--- src/rtl/tea_counter_keystream_xor_defines.svh ---
// ----------------------------------------------------------------------------
// tea_counter_keystream_xor_defines
// Assertion macros shared by the keystream XOR block.
// ----------------------------------------------------------------------------
`ifndef TEA_COUNTER_KEYSTREAM_XOR_DEFINES_SVH
`define TEA_COUNTER_KEYSTREAM_XOR_DEFINES_SVH

// Same-cycle implication, checked outside reset.
`define TCKX_ASSERT_NOW(label, clk, rst_n, ante, cons) \
    label: assert property (@(posedge clk) disable iff (!rst_n) (ante) |-> (cons)) \
        else $error("tckx: same-cycle check failed");

// Next-cycle implication, checked outside reset.
`define TCKX_ASSERT_NEXT(label, clk, rst_n, ante, cons) \
    label: assert property (@(posedge clk) disable iff (!rst_n) (ante) |=> (cons)) \
        else $error("tckx: next-cycle check failed");

`endif

--- src/rtl/tckx_pkg.sv ---
// ----------------------------------------------------------------------------
// tckx_pkg
// Types, constants and key derivation for the TEA counter keystream block.
// ----------------------------------------------------------------------------
`default_nettype none

package tckx_pkg;

    typedef logic [31:0]       t_word;
    typedef logic [3:0][31:0]  t_key;

    localparam t_word TEA_DELTA = 32'h9e37_79b9;
    localparam t_word KEY_C0    = 32'h9e37_79b9;
    localparam t_word KEY_C1    = 32'h7f4a_7c15;
    localparam t_word KEY_C2    = 32'h3c6e_f372;
    localparam t_word KEY_C3    = 32'hbb67_ae85;
    localparam t_word V1_MASK   = 32'hdead_beef;

    // Configuration register indexes
    localparam logic [2:0] CFG_SALT_WORD0    = 3'd0;
    localparam logic [2:0] CFG_SALT_WORD1    = 3'd1;
    localparam logic [2:0] CFG_SALT_WORD2    = 3'd2;
    localparam logic [2:0] CFG_SALT_WORD3    = 3'd3;
    localparam logic [2:0] CFG_CIPHER_ENABLE = 3'd4;

    // One byte in flight through the round chain
    typedef struct packed {
        t_word       a;
        t_word       b;
        t_key        key;
        logic [7:0]  data;
        logic        last;
        logic [2:0]  pos;
    } t_item;

    function automatic t_key mix_block_key(input t_word idx, input t_key salt);
        t_key k;
        k[0] = salt[0] ^ KEY_C0 ^ idx;
        k[1] = salt[1] ^ KEY_C1 ^ (idx << 7);
        k[2] = salt[2] ^ KEY_C2 ^ (idx >> 3);
        k[3] = salt[3] ^ KEY_C3 ^ (idx << 13);
        return k;
    endfunction

endpackage

`default_nettype wire

--- src/rtl/tckx_front.sv ---
// ----------------------------------------------------------------------------
// tckx_front
// Block framing, key derivation and counter; loads the first chain stage.
// ----------------------------------------------------------------------------
`default_nettype none

`include "tea_counter_keystream_xor_defines.svh"

module tckx_front
    import tckx_pkg::*;
(
    input  wire logic        i_clk,
    input  wire logic        i_rst_n,
    input  wire logic        i_en,
    input  wire logic        i_accept,
    input  wire logic [7:0]  i_data_byte,
    input  wire t_word       i_block_index,
    input  wire logic        i_last_byte,
    input  wire t_key        i_salt,
    output logic             o_valid,
    output t_item            o_item
);

    logic        r_block_open;
    logic [2:0]  r_pos;
    t_word       r_ctr;
    t_key        r_key;
    logic        r_valid;
    t_item       r_item;

    logic        first;
    t_key        key_f;
    logic [2:0]  pos_f;
    t_word       ctr_f;
    logic        n_block_open;
    logic [2:0]  n_pos;
    t_word       n_ctr;
    t_item       n_item;

    always_comb begin
        first        = !r_block_open;
        key_f        = first ? mix_block_key(i_block_index, i_salt) : r_key;
        pos_f        = first ? 3'd0 : r_pos;
        ctr_f        = first ? 32'd0 : r_ctr;
        n_block_open = !i_last_byte;
        n_pos        = pos_f + 3'd1;
        // a new keystream word starts at each eighth byte
        n_ctr        = (pos_f == 3'd0) ? ctr_f + 32'd1 : ctr_f;
        n_item.a     = ctr_f;
        n_item.b     = ctr_f ^ V1_MASK;
        n_item.key   = key_f;
        n_item.data  = i_data_byte;
        n_item.last  = i_last_byte;
        n_item.pos   = pos_f;
    end

    always_ff @(posedge i_clk) begin
        if (!i_rst_n) begin
            r_block_open <= 1'b0;
            r_pos        <= 3'd0;
            r_ctr        <= '0;
            r_key        <= '0;
            r_valid      <= 1'b0;
        end else begin
            if (i_accept) begin
                r_block_open <= n_block_open;
                r_pos        <= n_pos;
                r_ctr        <= n_ctr;
                r_key        <= key_f;
            end
            if (i_en) begin
                r_valid <= i_accept;
            end
        end
    end

    always_ff @(posedge i_clk) begin
        if (i_en) begin
            r_item <= n_item;
        end
    end

    assign o_valid = r_valid;
    assign o_item  = r_item;

    `TCKX_ASSERT_NEXT(a_first_byte_counter, i_clk, i_rst_n,
        i_accept && !r_block_open, r_ctr == 32'd1)
    `TCKX_ASSERT_NOW(a_accept_needs_advance, i_clk, i_rst_n, i_accept, i_en)

endmodule

`default_nettype wire

--- config.mk ---
export PLATFORM = sky130hd
export DESIGN_NAME = tckx_front
export DESIGN_NICKNAME = d
export VERILOG_FILES = /design/src/rtl/tckx_pkg.sv /design/src/rtl/tckx_front.sv
export VERILOG_INCLUDE_DIRS = /design/src /design/src/rtl
export SDC_FILE = /design/constraint.sdc
export NUM_CORES = 1
export LEC_CHECK = 0
export BUFFER_PORTS_ARGS = -buffer_cell sky130_fd_sc_hd__buf_2
export CAP_MARGIN = 20
export CORE_ASPECT_RATIO = 1.4
export CORE_MARGIN = 5
export CORE_UTILIZATION = 30
export CTS_CLUSTER_SIZE = 10
export DETAILED_ROUTE_END_ITERATION = 6
export PLACE_DENSITY_LB_ADDON = 0.15
export SYNTH_ARGS = -nofsm -noshare
export SYNTH_HDL_FRONTEND = slang
export SYNTH_SLANG_ARGS = --single-unit
--- constraint.sdc ---
create_clock -name i_clk -period 6.8 [get_ports i_clk]
set_clock_uncertainty 0.1 [all_clocks]
set_input_delay 1.7 -clock i_clk [delete_from_list [all_inputs] [get_ports i_clk]]
set_output_delay 1.7 -clock i_clk [all_outputs]
set_load 0.05 [all_outputs]
==> out/results.tsv <==
metric	value	unit
Ant. Diodes	0	
Power per Cell Area	292	mW/mm^2
CTS tree	done	
detailed placement HPWL	29400	um
Worst-path clk slew	50	ps
final setup violation count	0	
final setup margin	3410	ps
M1 GR Usage	17.8	%
largest net degree at the start of global routing	170	
number of synthesized register bits	361	
yosys warns	0	
Setup crit start kind	flip-flop	
sequential share of the synthesized area	61.9	%
Crit path largest cell delay	730	ps
post-route ant nets	0	
HP Class	flip-flop to flip-flop	
Initial Util	30.3	%
core area	0.0490	sq mm
most frequent CP cell	nor2_1	
Peak VDD IR	0.138	mV
Via density	4.61	
RSZ-0062 raised after global routing	false	
TritonCTS buffer count	43	
global-route wire length before repair	65100	um
Avg Cell Area, Syn	10.6	sq um
post-CTS setup buffer count	0	
CP cell instances	buf_4, nand2b_4, buf_12, nor2_1, a21oi_1, nor2_1	
CP top delay family	buffers and inverters	
Final Hold Vio Count	0	
Crit Path Max Fanout	169	
MaxCap Viol Count	0	
Buf+Inv Stages, Crit Path	2	
Die Ht	273	um
GR peak layer	met2	
Yosys top cell by area	edfxtp_1	
post_cts resized	0	
GPL Wtd Cong	0.788	
Global Route met2 Usage	27.7	%
final worst path period share	49.8	%
critical path required time	7090	ps
final net count	1915	
Synth area leaders	edfxtp_1 40%, dfxtp_1 22%, xor2_1 6.4%	
Ports	378	
ratio of cells with drive above 1 in the final layout	27.7	%
initial antenna violation count	5	
Clock Latency Late Sink	530	ps
mapped cell area	0.0149	sq mm
FFs w/ async S/R, synth	0	%
Place WS	2890	ps
DR iter-0 viols	458	
routed vias	11100	
PortBufs	377	
CP max stage cell	nand2b_4	
final WL	43000	um
GR Util All Layers	15.3	%
status	complete, no violations	
H-tree depth	2	
cells after synthesis	1406	
root buf cell	clkbuf_16	
hold_buf cts	0	
vias in the first global route	11100	
synth-to-layout area growth	24.2	%
Synth cell types	41	
DRC	0	
achievable clock frequency	0.295	GHz
CTS Sinks	361	
share of the synthesized area in the top cell type	39.6	%
Rel. slew slack	30.1	%
Synth Net Count	1582	
die span in x	198	um
crit path kind	flip-flop to flip-flop	
leakage	7.38	nW
remaining global-route overflow	0	
met3 track demand over resource	3.84	%
Worst Path Arrival	3680	ps
DR WL/cell	17.9	um
Slew Limit Fails	0	
fin crit period	3390	ps
CTS Buffer Depth	3	
Synth Flop Type	edfxtp_1	
Rows	96	
nature of the critical path endpoint	flip-flop	
pin slew with the least headroom to its limit	1050	ps
Post-synth EDFFs	196	
setup tns final	0	ps
drt first pass iters	7	
die outline area	0.0541	sq mm
cell usage after synthesis, types with 4 or more instances:
cell type    n
a211oi_1    12
and4_1       6
or3_1        6
nand4_1     14
mux2_2      52
nand3_1     21
o21ai_0     75
inv_1       29
nor4_1       6
buf_1        5
clkbuf_1    77
xor2_1     109
mux2i_1     17
buf_2        6
and2_1      30
edfxtp_1   196
nand2_1    145
dfxtp_1    165
nor2_1     244
and3_1       4
nor3_1      48
a21oi_1    101
buf_4        8
power breakdown:
part | switching (W) | leakage (nW) | internal, W
combinational | 0.000606 | 3.53 | 0.000218
clock | 0.000866 | 0.569 | 0.00117
sequential | 0.0000618 | 3.29 | 0.00247
kinds of logic after synthesis:
group	after synthesis	share of synthesized area (%)
AND/OR/NAND/NOR	536	15.6
adder cells (fa/ha/maj)	3	0.253
buffers and inverters	127	3.46
AO/OA/AOI/OAI	201	7.28
multiplexers	69	5.09
flip-flops	361	61.9
XOR/XNOR	109	6.43
area by class of cell:
class	count	area, sq um
Tap cell	637	797
Timing Repair Buffer	384	1970
Sequential cell	361	9190
Multi-Input combinational cell	918	5170
Inverter	31	121
Fill cell	4957	30600
Clock buffer	69	1170
Clock inverter	3	25.0
worst reg2reg max path, stage by stage, from the launching register on:
cell      delay, ps
dfxtp_4         680
buf_4           650
nand2b_4        740
buf_12          550
nor2_1          340
a21oi_1         140
nor2_1           60
final timing paths:
path / startpoint / endpoint / depth (start not counted) / slack (ps)
min: r_key[97] / r_key[97] / 2 / 350
min reg2reg: r_key[97] / r_key[97] / 2 / 350
max reg2reg: r_block_open / r_key[44] / 6 / 3410
max: r_block_open / r_key[44] / 6 / 3410
cells in the final DEF (no fill, tap or decap), types with 3 or more instances in the layout:
cell type  netlist  routed
clkbuf_1        77      26
dfxtp_1        165     164
a211o_1          3       3
nand3_1         21      21
o21ai_0         75      75
a21oi_1        101     101
nor4_1           6       6
mux2_2          52      52
and2_1          30      30
buf_2            6     376
a211oi_1        12      12
nand4_1         14      14
inv_1           29      29
nor3_1          48      48
buf_4            8       5
nand2_1        145     145
o211ai_1         3       3
mux2i_1         17      17
ha_1             3       3
and3_1           4       4
nor2_1         244     244
or3_1            6       6
and4_1           6       6
xor2_1         109     109
clkbuf_16        0      43
edfxtp_1       196     196
registers in the layout, indices dropped and copies added, names as in the netlist:
signal / count
r_key: 128
o_item: 196
r_pos: 3
r_ctr: 32
r_block_open: 1
o_valid: 1
stage by stage:
step	utilization [%]	area (sq um)	total power (W)	hold slack, ps	instances
after global placement	35.2	17300	0.00341	338	2331
after global routing	37.7	18500	0.00565	373	2403
after floorplan	-	14900	0.00313	333	1406
final	37.7	18500	0.00539	350	2403
after CTS	37.7	18500	0.00550	351	2403
after detailed placement	35.2	17300	0.00342	343	2331
metal layers:
metal / part of all wire [%] / vias up
li1: - / 5452
met1: 39 / 5210
met2: 52 / 326
met3: 6.5 / 76
met4: 2.7 / 10
met5: 0.14 / -
No activity file was read; power rests on OpenSTA's default activity.
