==> config.mk <==
export PLATFORM = sky130hd
export DESIGN_NAME = tckx_cell
export DESIGN_NICKNAME = d
export VERILOG_FILES = /design/src/rtl/tea_counter_keystream_xor_defines.svh /design/src/rtl/tckx_pkg.sv /design/src/rtl/tckx_cell.sv
export SDC_FILE = /design/constraint.sdc
export NUM_CORES = 1
export LEC_CHECK = 0
export BUFFER_PORTS_ARGS = -buffer_cell sky130_fd_sc_hd__buf_2
export CAP_MARGIN = 40
export CORE_MARGIN = 4
export CORE_UTILIZATION = 25
export DETAILED_ROUTE_END_ITERATION = 10
export GPL_TIMING_DRIVEN = 1
export HOLD_SLACK_MARGIN = 0.1
export PLACE_DENSITY = 0.51
export SYNTH_ARGS = -nofsm -noshare
export SYNTH_HDL_FRONTEND = slang
export SYNTH_SLANG_ARGS = --single-unit
==> constraint.sdc <==
create_clock -name i_clk -period 8.7 [get_ports i_clk]
set_input_delay 0.435 -clock i_clk [delete_from_list [all_inputs] [get_ports i_clk]]
set_output_delay 0.435 -clock i_clk [all_outputs]
set_load 0.02 [all_outputs]
==> src/rtl/tea_counter_keystream_xor_defines.svh <==
// ----------------------------------------------------------------------------
// tea_counter_keystream_xor_defines
// Assertion macros shared by the keystream XOR block.
// ----------------------------------------------------------------------------
`ifndef TEA_COUNTER_KEYSTREAM_XOR_DEFINES_SVH
`define TEA_COUNTER_KEYSTREAM_XOR_DEFINES_SVH

// Same-cycle implication, checked outside reset.
`define TCKX_ASSERT_NOW(label, clk, rst_n, ante, cons) \
    label: assert property (@(posedge clk) disable iff (!rst_n) (ante) |-> (cons)) \
        else $error("tckx: same-cycle check failed");

// Next-cycle implication, checked outside reset.
`define TCKX_ASSERT_NEXT(label, clk, rst_n, ante, cons) \
    label: assert property (@(posedge clk) disable iff (!rst_n) (ante) |=> (cons)) \
        else $error("tckx: next-cycle check failed");

`endif

==> src/rtl/tckx_pkg.sv <==
// ----------------------------------------------------------------------------
// tckx_pkg
// Types, constants and key derivation for the TEA counter keystream block.
// ----------------------------------------------------------------------------
`default_nettype none

package tckx_pkg;

    typedef logic [31:0]       t_word;
    typedef logic [3:0][31:0]  t_key;

    localparam t_word TEA_DELTA = 32'h9e37_79b9;
    localparam t_word KEY_C0    = 32'h9e37_79b9;
    localparam t_word KEY_C1    = 32'h7f4a_7c15;
    localparam t_word KEY_C2    = 32'h3c6e_f372;
    localparam t_word KEY_C3    = 32'hbb67_ae85;
    localparam t_word V1_MASK   = 32'hdead_beef;

    // Configuration register indexes
    localparam logic [2:0] CFG_SALT_WORD0    = 3'd0;
    localparam logic [2:0] CFG_SALT_WORD1    = 3'd1;
    localparam logic [2:0] CFG_SALT_WORD2    = 3'd2;
    localparam logic [2:0] CFG_SALT_WORD3    = 3'd3;
    localparam logic [2:0] CFG_CIPHER_ENABLE = 3'd4;

    // One byte in flight through the round chain
    typedef struct packed {
        t_word       a;
        t_word       b;
        t_key        key;
        logic [7:0]  data;
        logic        last;
        logic [2:0]  pos;
    } t_item;

    function automatic t_key mix_block_key(input t_word idx, input t_key salt);
        t_key k;
        k[0] = salt[0] ^ KEY_C0 ^ idx;
        k[1] = salt[1] ^ KEY_C1 ^ (idx << 7);
        k[2] = salt[2] ^ KEY_C2 ^ (idx >> 3);
        k[3] = salt[3] ^ KEY_C3 ^ (idx << 13);
        return k;
    endfunction

endpackage

`default_nettype wire

==> src/rtl/tckx_cell.sv <==
// ----------------------------------------------------------------------------
// tckx_cell
// One half of a TEA round: updates one word of the pair and hands it on.
// ----------------------------------------------------------------------------
`default_nettype none

module tckx_cell
    import tckx_pkg::*;
#(
    parameter logic [31:0] SUM  = 32'h9e37_79b9,
    parameter bit          SIDE = 1'b0
) (
    input  wire logic   i_clk,
    input  wire logic   i_rst_n,
    input  wire logic   i_en,
    input  wire logic   i_valid,
    input  wire t_item  i_item,
    output logic        o_valid,
    output t_item       o_item
);

    logic   r_valid;
    t_item  r_item;
    t_word  src;
    t_word  ka;
    t_word  kb;
    t_word  mix;
    t_item  n_item;

    always_comb begin
        if (SIDE == 1'b0) begin
            src = i_item.b;
            ka  = i_item.key[0];
            kb  = i_item.key[1];
        end else begin
            src = i_item.a;
            ka  = i_item.key[2];
            kb  = i_item.key[3];
        end
        mix    = ((src << 4) + ka) ^ (src + SUM) ^ ((src >> 5) + kb);
        n_item = i_item;
        if (SIDE == 1'b0) begin
            n_item.a = i_item.a + mix;
        end else begin
            n_item.b = i_item.b + mix;
        end
    end

    always_ff @(posedge i_clk) begin
        if (!i_rst_n) begin
            r_valid <= 1'b0;
        end else if (i_en) begin
            r_valid <= i_valid;
        end
    end

    always_ff @(posedge i_clk) begin
        if (i_en) begin
            r_item <= n_item;
        end
    end

    assign o_valid = r_valid;
    assign o_item  = r_item;

endmodule

`default_nettype wire

==> flow_metrics.env <==
export IMPL_clk_pin_slew_ns=0.06
export IMPL_multi_input_area_sq_um=5149
export IMPL_max_freq_mhz=192.0
export IMPL_rr_startpoint="o_valid$_SDFFE_PN0P_"
export IMPL_grt_overflow_total=0
export IMPL_max_stage_delay_ns=0.55
export IMPL_worstSetupPathType="primary input to flop"
export IMPL_maxSlewHeadroom_pct=27.65
export IMPL_grt_use_total_pct=14.99
export IMPL_cp_max_fo=4
export IMPL_final_design_area_no_fill_sq_um=16320
export IMPL_hold_violations=0
export IMPL_clock_path_buffers=3
export IMPL_synth_top_flop_cell="edfxtp_1"
export IMPL_io_pins=413
export IMPL_drv_cap=0
export IMPL_cp_cell_sequence="dlygate4sd3_1 -> buf_2 -> ha_1 -> inv_1 -> fa_1 -> nor2b_1 -> o21ai_0 -> or4b_1 -> a21oi_1 -> o21ai_0 -> nand3_1 -> o21a_1 -> xnor2_1 -> ha_1 -> or4_1 -> a21oi_1 -> o31ai_1 -> a41oi_2 -> o21ai_1 -> a21o_1 -> a221oi_2 -> xnor3_1"
export IMPL_synth_seq_cells=205
export IMPL_synth_top_area_share_pct=53.63
export IMPL_ctsHoldBuffers=128
export IMPL_cts_tree="built"
export IMPL_fp_dieH_um=221.8
export IMPL_worst_pin_slew_ns=1.085
export IMPL_async_flop_share_pct=0
export IMPL_wl_per_cell_um=18.42
export IMPL_ir_drop_v=0.0001552
export IMPL_fillers=4525
export IMPL_dpl_cell_area_sq_um=14240
export IMPL_min_from="i_item[37]"
export IMPL_cp_arrival_ns=5.49
export IMPL_synthCells=913
export IMPL_holdPathEnd="o_item[37]$_DFFE_PP_"
export IMPL_min_path_cells=1
export IMPL_post_route_worst_setup_slack_ns=3.492
export IMPL_start_util_pct=25.22
export IMPL_final_antenna_net_count=0
export IMPL_rows=78
export IMPL_htree_levels=1
export IMPL_drive_gt1_share_pct=30.97
export IMPL_seq_area_sq_um=6146
export IMPL_worstReg2RegEnd="o_valid$_SDFFE_PN0P_"
export IMPL_port_buffers=412
export IMPL_synth_edf_count=204
export IMPL_num_vias=9304
export IMPL_seq_area_frac_synth_pct=53.81
export IMPL_final_max_slew_viol_count=0
export IMPL_core_sq_um=45280
export IMPL_cts_num_sinks=205
export IMPL_hold_ws_ns=0.1312
export IMPL_synth_top_cell_by_area="edfxtp_1"
export IMPL_synth_warnings=0
export IMPL_dr_first_iter_drc_count=329
export IMPL_grt_max_degree=142
export IMPL_vias_per_cell=4.424
export IMPL_die_area_sq_um=49170
export IMPL_fin_crit_sh_pct=59.86
export IMPL_tns_ns=0
export IMPL_postCtsSetupBuffers=0
export IMPL_p_per_area_nw_per_um2=238.9
export IMPL_end_kind="flop"
export IMPL_antenna_found_initial=10
export IMPL_dr_pass1_iters=5
export IMPL_final_util_pct=36.05
export IMPL_hpwl_um=30510
export IMPL_setup_viol=0
export IMPL_worstSkewPairLatency_ns=0.53
export IMPL_crit_slowest_cell="dlygate4sd3_1"
export IMPL_mostFrequentLayoutCell="buf_2"
export IMPL_hold_path_class="primary input to flop"
export IMPL_synth_cell_type_count=61
export IMPL_leakagePower_nw=6.874
export IMPL_die_width_um=221.8
export IMPL_place_ws_ns=3.418
export IMPL_r2r_slack_ns=8.11
export IMPL_r2r_cells=2
export IMPL_netlist_top_cells_area="edfxtp_1, xnor2_1, ha_1, a21oi_1, xor2_1"
export IMPL_drt_total_wl_um=38730
export IMPL_first_global_vias=9667
export IMPL_syn_nets=1212
export IMPL_syn_cell_area_sq_um=11420
export IMPL_nets=1779
export IMPL_synth_area_per_cell_sq_um=12.51
export IMPL_numCtsBuffers=26
export IMPL_skew_ns=0
export IMPL_required_ns=8.98
export IMPL_area_growth_pct=42.91
export IMPL_start_kind="primary input"
export IMPL_rsz0062_at_grt="no"
export IMPL_finalCriticalPeriod_ns=5.208
export IMPL_outcome="finished clean"
export IMPL_cts_root_buffer="clkbuf_16"
export IMPL_drc_errors=0
export IMPL_cts_resized=0
export IMPL_place_congestion=0.8163
export IMPL_grt_pass1_wl_um=57820
export IMPL_final_cell_mix="buf_2, edfxtp_1, xnor2_1"
==> Yosys cell counts, drive strengths merged (3+ instances only) <==
cell / count
a21o: 36
xor2: 34
nand3b: 3
o21ai: 43
nor2: 37
a211oi: 5
nand4: 7
and3: 9
nor4: 3
inv: 30
or2: 4
a31oi: 11
a2111oi: 5
a21boi: 5
a221oi: 5
a21oi: 72
nand2: 48
o21a: 8
edfxtp: 204
nor3: 9
xnor2: 140
o21bai: 17
o211ai: 8
fa: 3
nand2b: 10
and4: 3
nand3: 15
nor2b: 11
ha: 88
a41oi: 3
and2: 4
or4: 3
clkbuf: 4
==> layout make-up <==
class,count,share of cell area (%)
Inverter,30,0.6899
Sequential cell,205,37.65
Multi-Input combinational cell,674,31.54
Clock buffer,32,4.254
Clock inverter,14,0.5136
Antenna cell,5,0.07665
Tap cell,600,4.599
Timing Repair Buffer,543,20.67
==> metrics by stage <==
step | cells | total power [mW]
after floorplan | 913 | 2.398
after global placement | 1922 | 2.892
after detailed placement | 1923 | 2.905
after CTS | 2097 | 3.973
after global routing | 2103 | 4.166
final | 2103 | 3.900
==> worst max-delay path by stage <==
stage	from	to	slack (ns)
2_1_floorplan	i_item[140]	o_item[203]$_DFFE_PP_	4.15
3_3_place_gp	i_item[149]	o_item[203]$_DFFE_PP_	3.45
3_5_place_dp	i_item[145]	o_item[203]$_DFFE_PP_	3.42
4_1_cts	i_item[44]	o_item[203]$_DFFE_PP_	3.51
5_1_grt	i_item[44]	o_item[203]$_DFFE_PP_	3.16
6_report	i_item[44]	o_item[203]$_DFFE_PP_	3.49
==> cell families after synthesis <==
family	after synthesis	synth area share [%]
mux	2	0.1753
fa+ha+maj	91	10.17
simple gates	174	7.898
xor+xnor	176	13.74
buf+inv	34	1.117
flops	205	53.81
compound gates	231	13.10
==> sequential cells by signal, summed over array words and instances (netlist names) <==
signal / count
o_valid: 1
o_item: 204
==> routing by layer <==
layer / vias up / track usage [%] / wire (um)
met5: - / 0 / 16
li1: 4585 / - / -
met2: 247 / 26.12 / 19160
met4: 4 / 4.642 / 903
met3: 52 / 2.502 / 1925
met1: 4416 / 19.10 / 16720
==> critical path: cells and delay by family <==
kind	cells	cell delay [ns]
compound gates	10	1.93
xor+xnor	2	0.44
buf+inv	3	0.76
fa+ha+maj	3	0.65
simple gates	4	1.26
==> power breakdown <==
group	switching, mW	total, mW	internal, mW
combinational	0.943	1.59	0.648
clock	0.420	0.985	0.565
sequential	0.0337	1.32	1.29
total	1.40	3.90	2.50
(Power assumes the default switching activity.)
