File: src/rtl/tea_counter_keystream_xor_defines.svh
// ----------------------------------------------------------------------------
// tea_counter_keystream_xor_defines
// Assertion macros shared by the keystream XOR block.
// ----------------------------------------------------------------------------
`ifndef TEA_COUNTER_KEYSTREAM_XOR_DEFINES_SVH
`define TEA_COUNTER_KEYSTREAM_XOR_DEFINES_SVH

// Same-cycle implication, checked outside reset.
`define TCKX_ASSERT_NOW(label, clk, rst_n, ante, cons) \
    label: assert property (@(posedge clk) disable iff (!rst_n) (ante) |-> (cons)) \
        else $error("tckx: same-cycle check failed");

// Next-cycle implication, checked outside reset.
`define TCKX_ASSERT_NEXT(label, clk, rst_n, ante, cons) \
    label: assert property (@(posedge clk) disable iff (!rst_n) (ante) |=> (cons)) \
        else $error("tckx: next-cycle check failed");

`endif

File: src/rtl/tckx_pkg.sv
// ----------------------------------------------------------------------------
// tckx_pkg
// Types, constants and key derivation for the TEA counter keystream block.
// ----------------------------------------------------------------------------
`default_nettype none

package tckx_pkg;

    typedef logic [31:0]       t_word;
    typedef logic [3:0][31:0]  t_key;

    localparam t_word TEA_DELTA = 32'h9e37_79b9;
    localparam t_word KEY_C0    = 32'h9e37_79b9;
    localparam t_word KEY_C1    = 32'h7f4a_7c15;
    localparam t_word KEY_C2    = 32'h3c6e_f372;
    localparam t_word KEY_C3    = 32'hbb67_ae85;
    localparam t_word V1_MASK   = 32'hdead_beef;

    // Configuration register indexes
    localparam logic [2:0] CFG_SALT_WORD0    = 3'd0;
    localparam logic [2:0] CFG_SALT_WORD1    = 3'd1;
    localparam logic [2:0] CFG_SALT_WORD2    = 3'd2;
    localparam logic [2:0] CFG_SALT_WORD3    = 3'd3;
    localparam logic [2:0] CFG_CIPHER_ENABLE = 3'd4;

    // One byte in flight through the round chain
    typedef struct packed {
        t_word       a;
        t_word       b;
        t_key        key;
        logic [7:0]  data;
        logic        last;
        logic [2:0]  pos;
    } t_item;

    function automatic t_key mix_block_key(input t_word idx, input t_key salt);
        t_key k;
        k[0] = salt[0] ^ KEY_C0 ^ idx;
        k[1] = salt[1] ^ KEY_C1 ^ (idx << 7);
        k[2] = salt[2] ^ KEY_C2 ^ (idx >> 3);
        k[3] = salt[3] ^ KEY_C3 ^ (idx << 13);
        return k;
    endfunction

endpackage

`default_nettype wire

File: src/rtl/tckx_out.sv
// ----------------------------------------------------------------------------
// tckx_out
// Keystream byte select and XOR, output register with skid stage.
// ----------------------------------------------------------------------------
`default_nettype none

`include "tea_counter_keystream_xor_defines.svh"

module tckx_out
    import tckx_pkg::*;
(
    input  wire logic   i_clk,
    input  wire logic   i_rst_n,
    input  wire logic   i_valid,
    input  wire t_item  i_item,
    input  wire logic   i_cipher_enable,
    input  wire logic   i_stall,
    output logic        o_en,
    output logic        o_valid,
    output logic [7:0]  o_data_out,
    output logic        o_last_out
);

    logic [63:0] r_ks_word;
    logic        r_out_valid;
    logic [7:0]  r_out_data;
    logic        r_out_last;
    logic        r_skid_full;
    logic [7:0]  r_skid_data;
    logic        r_skid_last;

    logic [63:0] word;
    logic [7:0]  ks_byte;
    logic [7:0]  res_data;
    logic        arrive;
    logic        take;

    always_comb begin
        // the first byte of each group carries the fresh word
        word     = (i_item.pos == 3'd0) ? {i_item.b, i_item.a} : r_ks_word;
        ks_byte  = word[{i_item.pos, 3'b000} +: 8];
        res_data = i_cipher_enable ? (i_item.data ^ ks_byte) : i_item.data;
        arrive   = i_valid && !r_skid_full;
        take     = r_out_valid && !i_stall;
    end

    always_ff @(posedge i_clk) begin
        if (!i_rst_n) begin
            r_ks_word   <= '0;
            r_out_valid <= 1'b0;
            r_skid_full <= 1'b0;
        end else begin
            if (arrive && (i_item.pos == 3'd0)) begin
                r_ks_word <= {i_item.b, i_item.a};
            end
            if (r_skid_full) begin
                if (take) begin
                    r_skid_full <= 1'b0;
                end
            end else if (arrive) begin
                if (!r_out_valid || take) begin
                    r_out_valid <= 1'b1;
                end else begin
                    r_skid_full <= 1'b1;
                end
            end else if (take) begin
                r_out_valid <= 1'b0;
            end
        end
    end

    always_ff @(posedge i_clk) begin
        if (r_skid_full) begin
            if (take) begin
                r_out_data <= r_skid_data;
                r_out_last <= r_skid_last;
            end
        end else if (arrive) begin
            if (!r_out_valid || take) begin
                r_out_data <= res_data;
                r_out_last <= i_item.last;
            end else begin
                r_skid_data <= res_data;
                r_skid_last <= i_item.last;
            end
        end
    end

    assign o_en       = !r_skid_full;
    assign o_valid    = r_out_valid;
    assign o_data_out = r_out_data;
    assign o_last_out = r_out_last;

    `TCKX_ASSERT_NOW(a_skid_needs_out, i_clk, i_rst_n, r_skid_full, r_out_valid)
    `TCKX_ASSERT_NEXT(a_skid_holds, i_clk, i_rst_n, r_skid_full && !take, r_skid_full)
    `TCKX_ASSERT_NEXT(a_take_frees_skid, i_clk, i_rst_n, r_skid_full && take,
        !r_skid_full && r_out_valid)

endmodule

`default_nettype wire

File: config.mk
export PLATFORM = sky130hd
export DESIGN_NAME = tckx_out
export DESIGN_NICKNAME = d
export VERILOG_FILES = /design/src/rtl/tckx_pkg.sv /design/src/rtl/tckx_out.sv
export VERILOG_INCLUDE_DIRS = /design/src /design/src/rtl
export SDC_FILE = /design/constraint.sdc
export NUM_CORES = 1
export LEC_CHECK = 0
export BUFFER_PORTS_ARGS = -buffer_cell sky130_fd_sc_hd__buf_2
export CAP_MARGIN = 20
export CORE_ASPECT_RATIO = 0.5
export CORE_MARGIN = 2
export CORE_UTILIZATION = 44
export CTS_CLUSTER_DIAMETER = 80
export DETAILED_ROUTE_END_ITERATION = 6
export GPL_ROUTABILITY_DRIVEN = 1
export PLACE_DENSITY_LB_ADDON = 0.12
export SLEW_MARGIN = 5
export SYNTH_ARGS = -nofsm -noshare
export SYNTH_HDL_FRONTEND = slang
export SYNTH_SLANG_ARGS = --single-unit
File: constraint.sdc
create_clock -name i_clk -period 2.31 [get_ports i_clk]
set_input_delay 0.231 -clock i_clk [delete_from_list [all_inputs] [get_ports i_clk]]
set_output_delay 0.231 -clock i_clk [all_outputs]
set_load 0.01 [all_outputs]
==> key figures <==
Yosys
  • Cell type with the highest aggregate area in the netlist: sky130_fd_sc_hd__dfxtp_1
  • Cell area after technology mapping: 3760 µm²
  • Ranking of synthesized cells by area: sky130_fd_sc_hd__dfxtp_1 (31%), sky130_fd_sc_hd__edfxtp_1 (14%), sky130_fd_sc_hd__nand2_1 (12%)
  • Number of synthesized register bits: 76
  • Synthesized Nets: about 610
  • Count of synthesis-stage warnings from yosys: 0
  • Area share of the largest cell type after synthesis: 0.309
  • Sequential area share after synthesis: 0.453
  • Synthesized netlist cell count: 398
  • Number of unique standard cell types used by synthesis: 30
  • Average cell area after synthesis: 9.44 µm²

Global routing
  • Vias in the first global route: 2897
  • Wire length of the first global-routing pass: 14.4 mm
  • Pin count of the biggest net entering global routing: 42
  • Number of antenna violations at the first check in global routing: 0
  • Leftover overflow at the end of global routing: 0
  • GRT Resource Usage Total: 0.201

Power and ir drop
  • PwrDens: 726 nW/µm²
  • Clock share of power: 0.458
  • Switching component of the power: roughly 750 µW
  • Switching part of the total power: 0.226
  • Leakage power summed over all cells: 1.79 nW
  • Sequential fraction of design power: 0.433
  • Cell Int Power: 2.55 mW
  • Combinational group share of total power: 0.109
  • Peak supply drop: about 400 µV

Finish
  • Area growth from synthesis to layout: 21.0%
  • Fill cell total of the finished layout: 788
  • Post-route cell area: roughly 4500 µm²
  • Final net count: roughly 690
  • Area of the multi-input gates: 1830 µm²
  • Commonest cells after routing, fill and taps aside: sky130_fd_sc_hd__nand2_1 (118), sky130_fd_sc_hd__buf_2 (91), sky130_fd_sc_hd__dfxtp_1 (58)
  • Flip-flop and latch area: 1700 µm²
  • Most common cell after layout, fill and taps aside: sky130_fd_sc_hd__nand2_1
  • Fraction of final layout cells sized beyond drive strength 1: 0.286
  • Number of antenna repair diodes: 0

STA
  • Setup TNS: 0 ns
  • RSZ-0062 raised after global routing: no
  • Final worst clock skew: 0.00694 ns
  • Post-layout min period: 1.80 ns
  • Setup-failing EPs final: 0
  • Final clock period utilization by the worst path: 0.781
  • Final hold slack: around 0.09 ns
  • Slew @ Worst Pin: 0.565 ns
  • Max-slew violations: 0
  • Final hold violations: 0
  • Max frequency: 0.554 GHz
  • Worst slew margin relative to its limit: 0.623

Worst setup path
  • Startpoint of the worst-slack reg-to-reg timing path: r_ks_word[31]
  • Delay of the slowest cell on the worst path: 0.61 ns
  • Worst-path cell chain: buf_2 -> mux4_2 -> nor2_1 -> a211oi_1 -> xor2_1
  • Data arrival time of the critical path: 1.88 ns
  • End of the worst register-to-register path: r_skid_data[7]
  • Kind of cell with the highest combined delay on the critical path: multiplexers
  • Reg-to-reg setup timing slack: 0.67 ns
  • CP Launch Type: input port
  • Worst Path Max Fanout: 20
  • Number of cells on the critical path: 5
  • Type of destination of the critical path: flip-flop
  • Origin of the worst setup path: i_item[0]
  • FF-to-FF path depth: 4
  • Endpoint of the worst setup timing path: r_skid_data[7]
  • CP Class: input port to flip-flop
  • Slowest cell on crit path: sky130_fd_sc_hd__mux4_2
  • Required time reported for the critical path endpoint: 2.38 ns
  • Buf+Inv Stages, Crit Path: 1

Clock network
  • # resized after CTS: 0
  • Hold bufs inserted after CTS: 0
  • Total number of H-tree levels: 3
  • Clock Path Buffers: 2
  • Insertion delay to the later sink of the worst-skew pair: 0.34 ns
  • TritonCTS clock tree: done
  • CTS Buf Count: 9
  • Clock Sinks: 76
  • Clock Root Buffer: sky130_fd_sc_hd__clkbuf_16
  • Post-CTS Repair Setup Buffers: 0
  • Clock transition at the registers of the reported paths: about 0.060 ns

Detailed routing
  • Average vias per placed instance: a little over 5
  • Mean routed wirelength per cell: around 15 µm
  • Routed wire length: 8.90 mm
  • Vias: 3040
  • Number of DRC violations after detailed routing: 0
  • Post-route antenna net violation count: 0
  • First drt pass iteration count: 4
  • Iter 0 DRT Violations: 185

Worst hold path
  • Min-delay worst type: input port to flip-flop

Outcome
  • Result of the run: finished clean

Die
  • Die outline height: 69.3 µm
  • Number of cell rows: 23
  • Core footprint: about 8100 µm²
  • Die boundary width: 135 µm
  • Ports placed on the boundary: 220
  • Die Outline Area: 9340 µm²
  • Initial Utilization: 0.461

Placement
  • Port Buf Inserts: 91
  • Placed standard-cell area: 4230 µm²
  • RD Place Congestion: 0.750
  • Post-detailed-placement half-perimeter wirelength: 6.55 mm

Job
  • Max-cap violations: 0
flip-flops by register name, summed over array words and instances, names as in the netlist:
register and count:
r_ks_word 56, o_data_out 8, r_skid_data 8, o_last_out 1, o_valid 1, r_skid_full 1, r_skid_last 1
worst min path at each step:
stage / slack [ns] / cells past startpoint / startpoint / end
finish: 0.09 / 1 / i_item[3] / r_skid_last
global route: 0.08 / 1 / i_item[3] / r_skid_last
CTS: 0.08 / 1 / i_item[3] / r_skid_last
detailed placement: 0.43 / 1 / i_item[3] / r_skid_last
global placement: 0.43 / 1 / i_item[3] / r_skid_last
floorplan: 0.33 / 0 / i_item[3] / r_skid_last
metal layers:
metal	vias up	global-route usage	share of wire
met3	0	0.0651	0.078
met5	-	0	0
li1	1561	-	-
met4	0	0.0561	0
met2	93	0.287	0.42
met1	1386	0.290	0.50
metrics by stage:
stage          setup WS (ns)  power [mW]  cells   util
6_report               0.506        3.30    601  0.558
4_1_cts                0.539        3.34    601  0.558
3_5_place_dp           0.183        1.82    585  0.519
5_1_grt                0.454        3.43    601  0.558
3_3_place_gp           0.201        1.82    585  0.519
2_1_floorplan          0.414        1.67    398      -
cell type report:
type | instances | share of cell area
Tap cell | 112 | 0.0308
Multi-Input combinational cell | 290 | 0.402
Clock buffer | 12 | 0.0542
Inverter | 5 | 0.00413
Clock inverter | 4 | 0.0160
Sequential cell | 76 | 0.374
Timing Repair Buffer | 102 | 0.118
power groups by stage:
stage / Combinational (mW) / Sequential (mW) / Clock, mW
final: 0.360 / 1.43 / 1.51
after global routing: 0.398 / 1.43 / 1.60
after CTS: 0.361 / 1.43 / 1.55
after detailed placement: 0.360 / 1.46 / 0
after global placement: 0.358 / 1.46 / 0
after floorplan: 0.208 / 1.47 / 0
logic make-up (layout without fill, tap and decap cells):
group	count (synthesis)	count (layout)	synth area share
and+or+nand+nor	160	160	0.178
AOI/OAI and AO/OA	100	100	0.196
DFF	76	76	0.453
buffers and inverters	32	123	0.0606
muxes	25	25	0.101
xor gates and xnor gates	5	5	0.0117
cell usage after synthesis (all sizes together):
| cell | number |
|---|---|
| edfxtp | 18 |
| buf | 19 |
| a21boi | 58 |
| mux2 | 17 |
| nand3 | 10 |
| nand2b | 7 |
| o221ai | 3 |
| or2 | 1 |
| a31oi | 3 |
| o211ai | 5 |
| a2111o | 5 |
| or3 | 4 |
| xor2 | 5 |
| nor2 | 14 |
| a21oi | 11 |
| nand2 | 118 |
| dfxtp | 58 |
| inv | 4 |
| o21ai | 5 |
| mux4 | 8 |
| nor3 | 1 |
| clkinv | 1 |
| clkbuf | 8 |
| a22o | 5 |
| nor2b | 5 |
| a211oi | 5 |
Power figures use the tool's default switching activity.
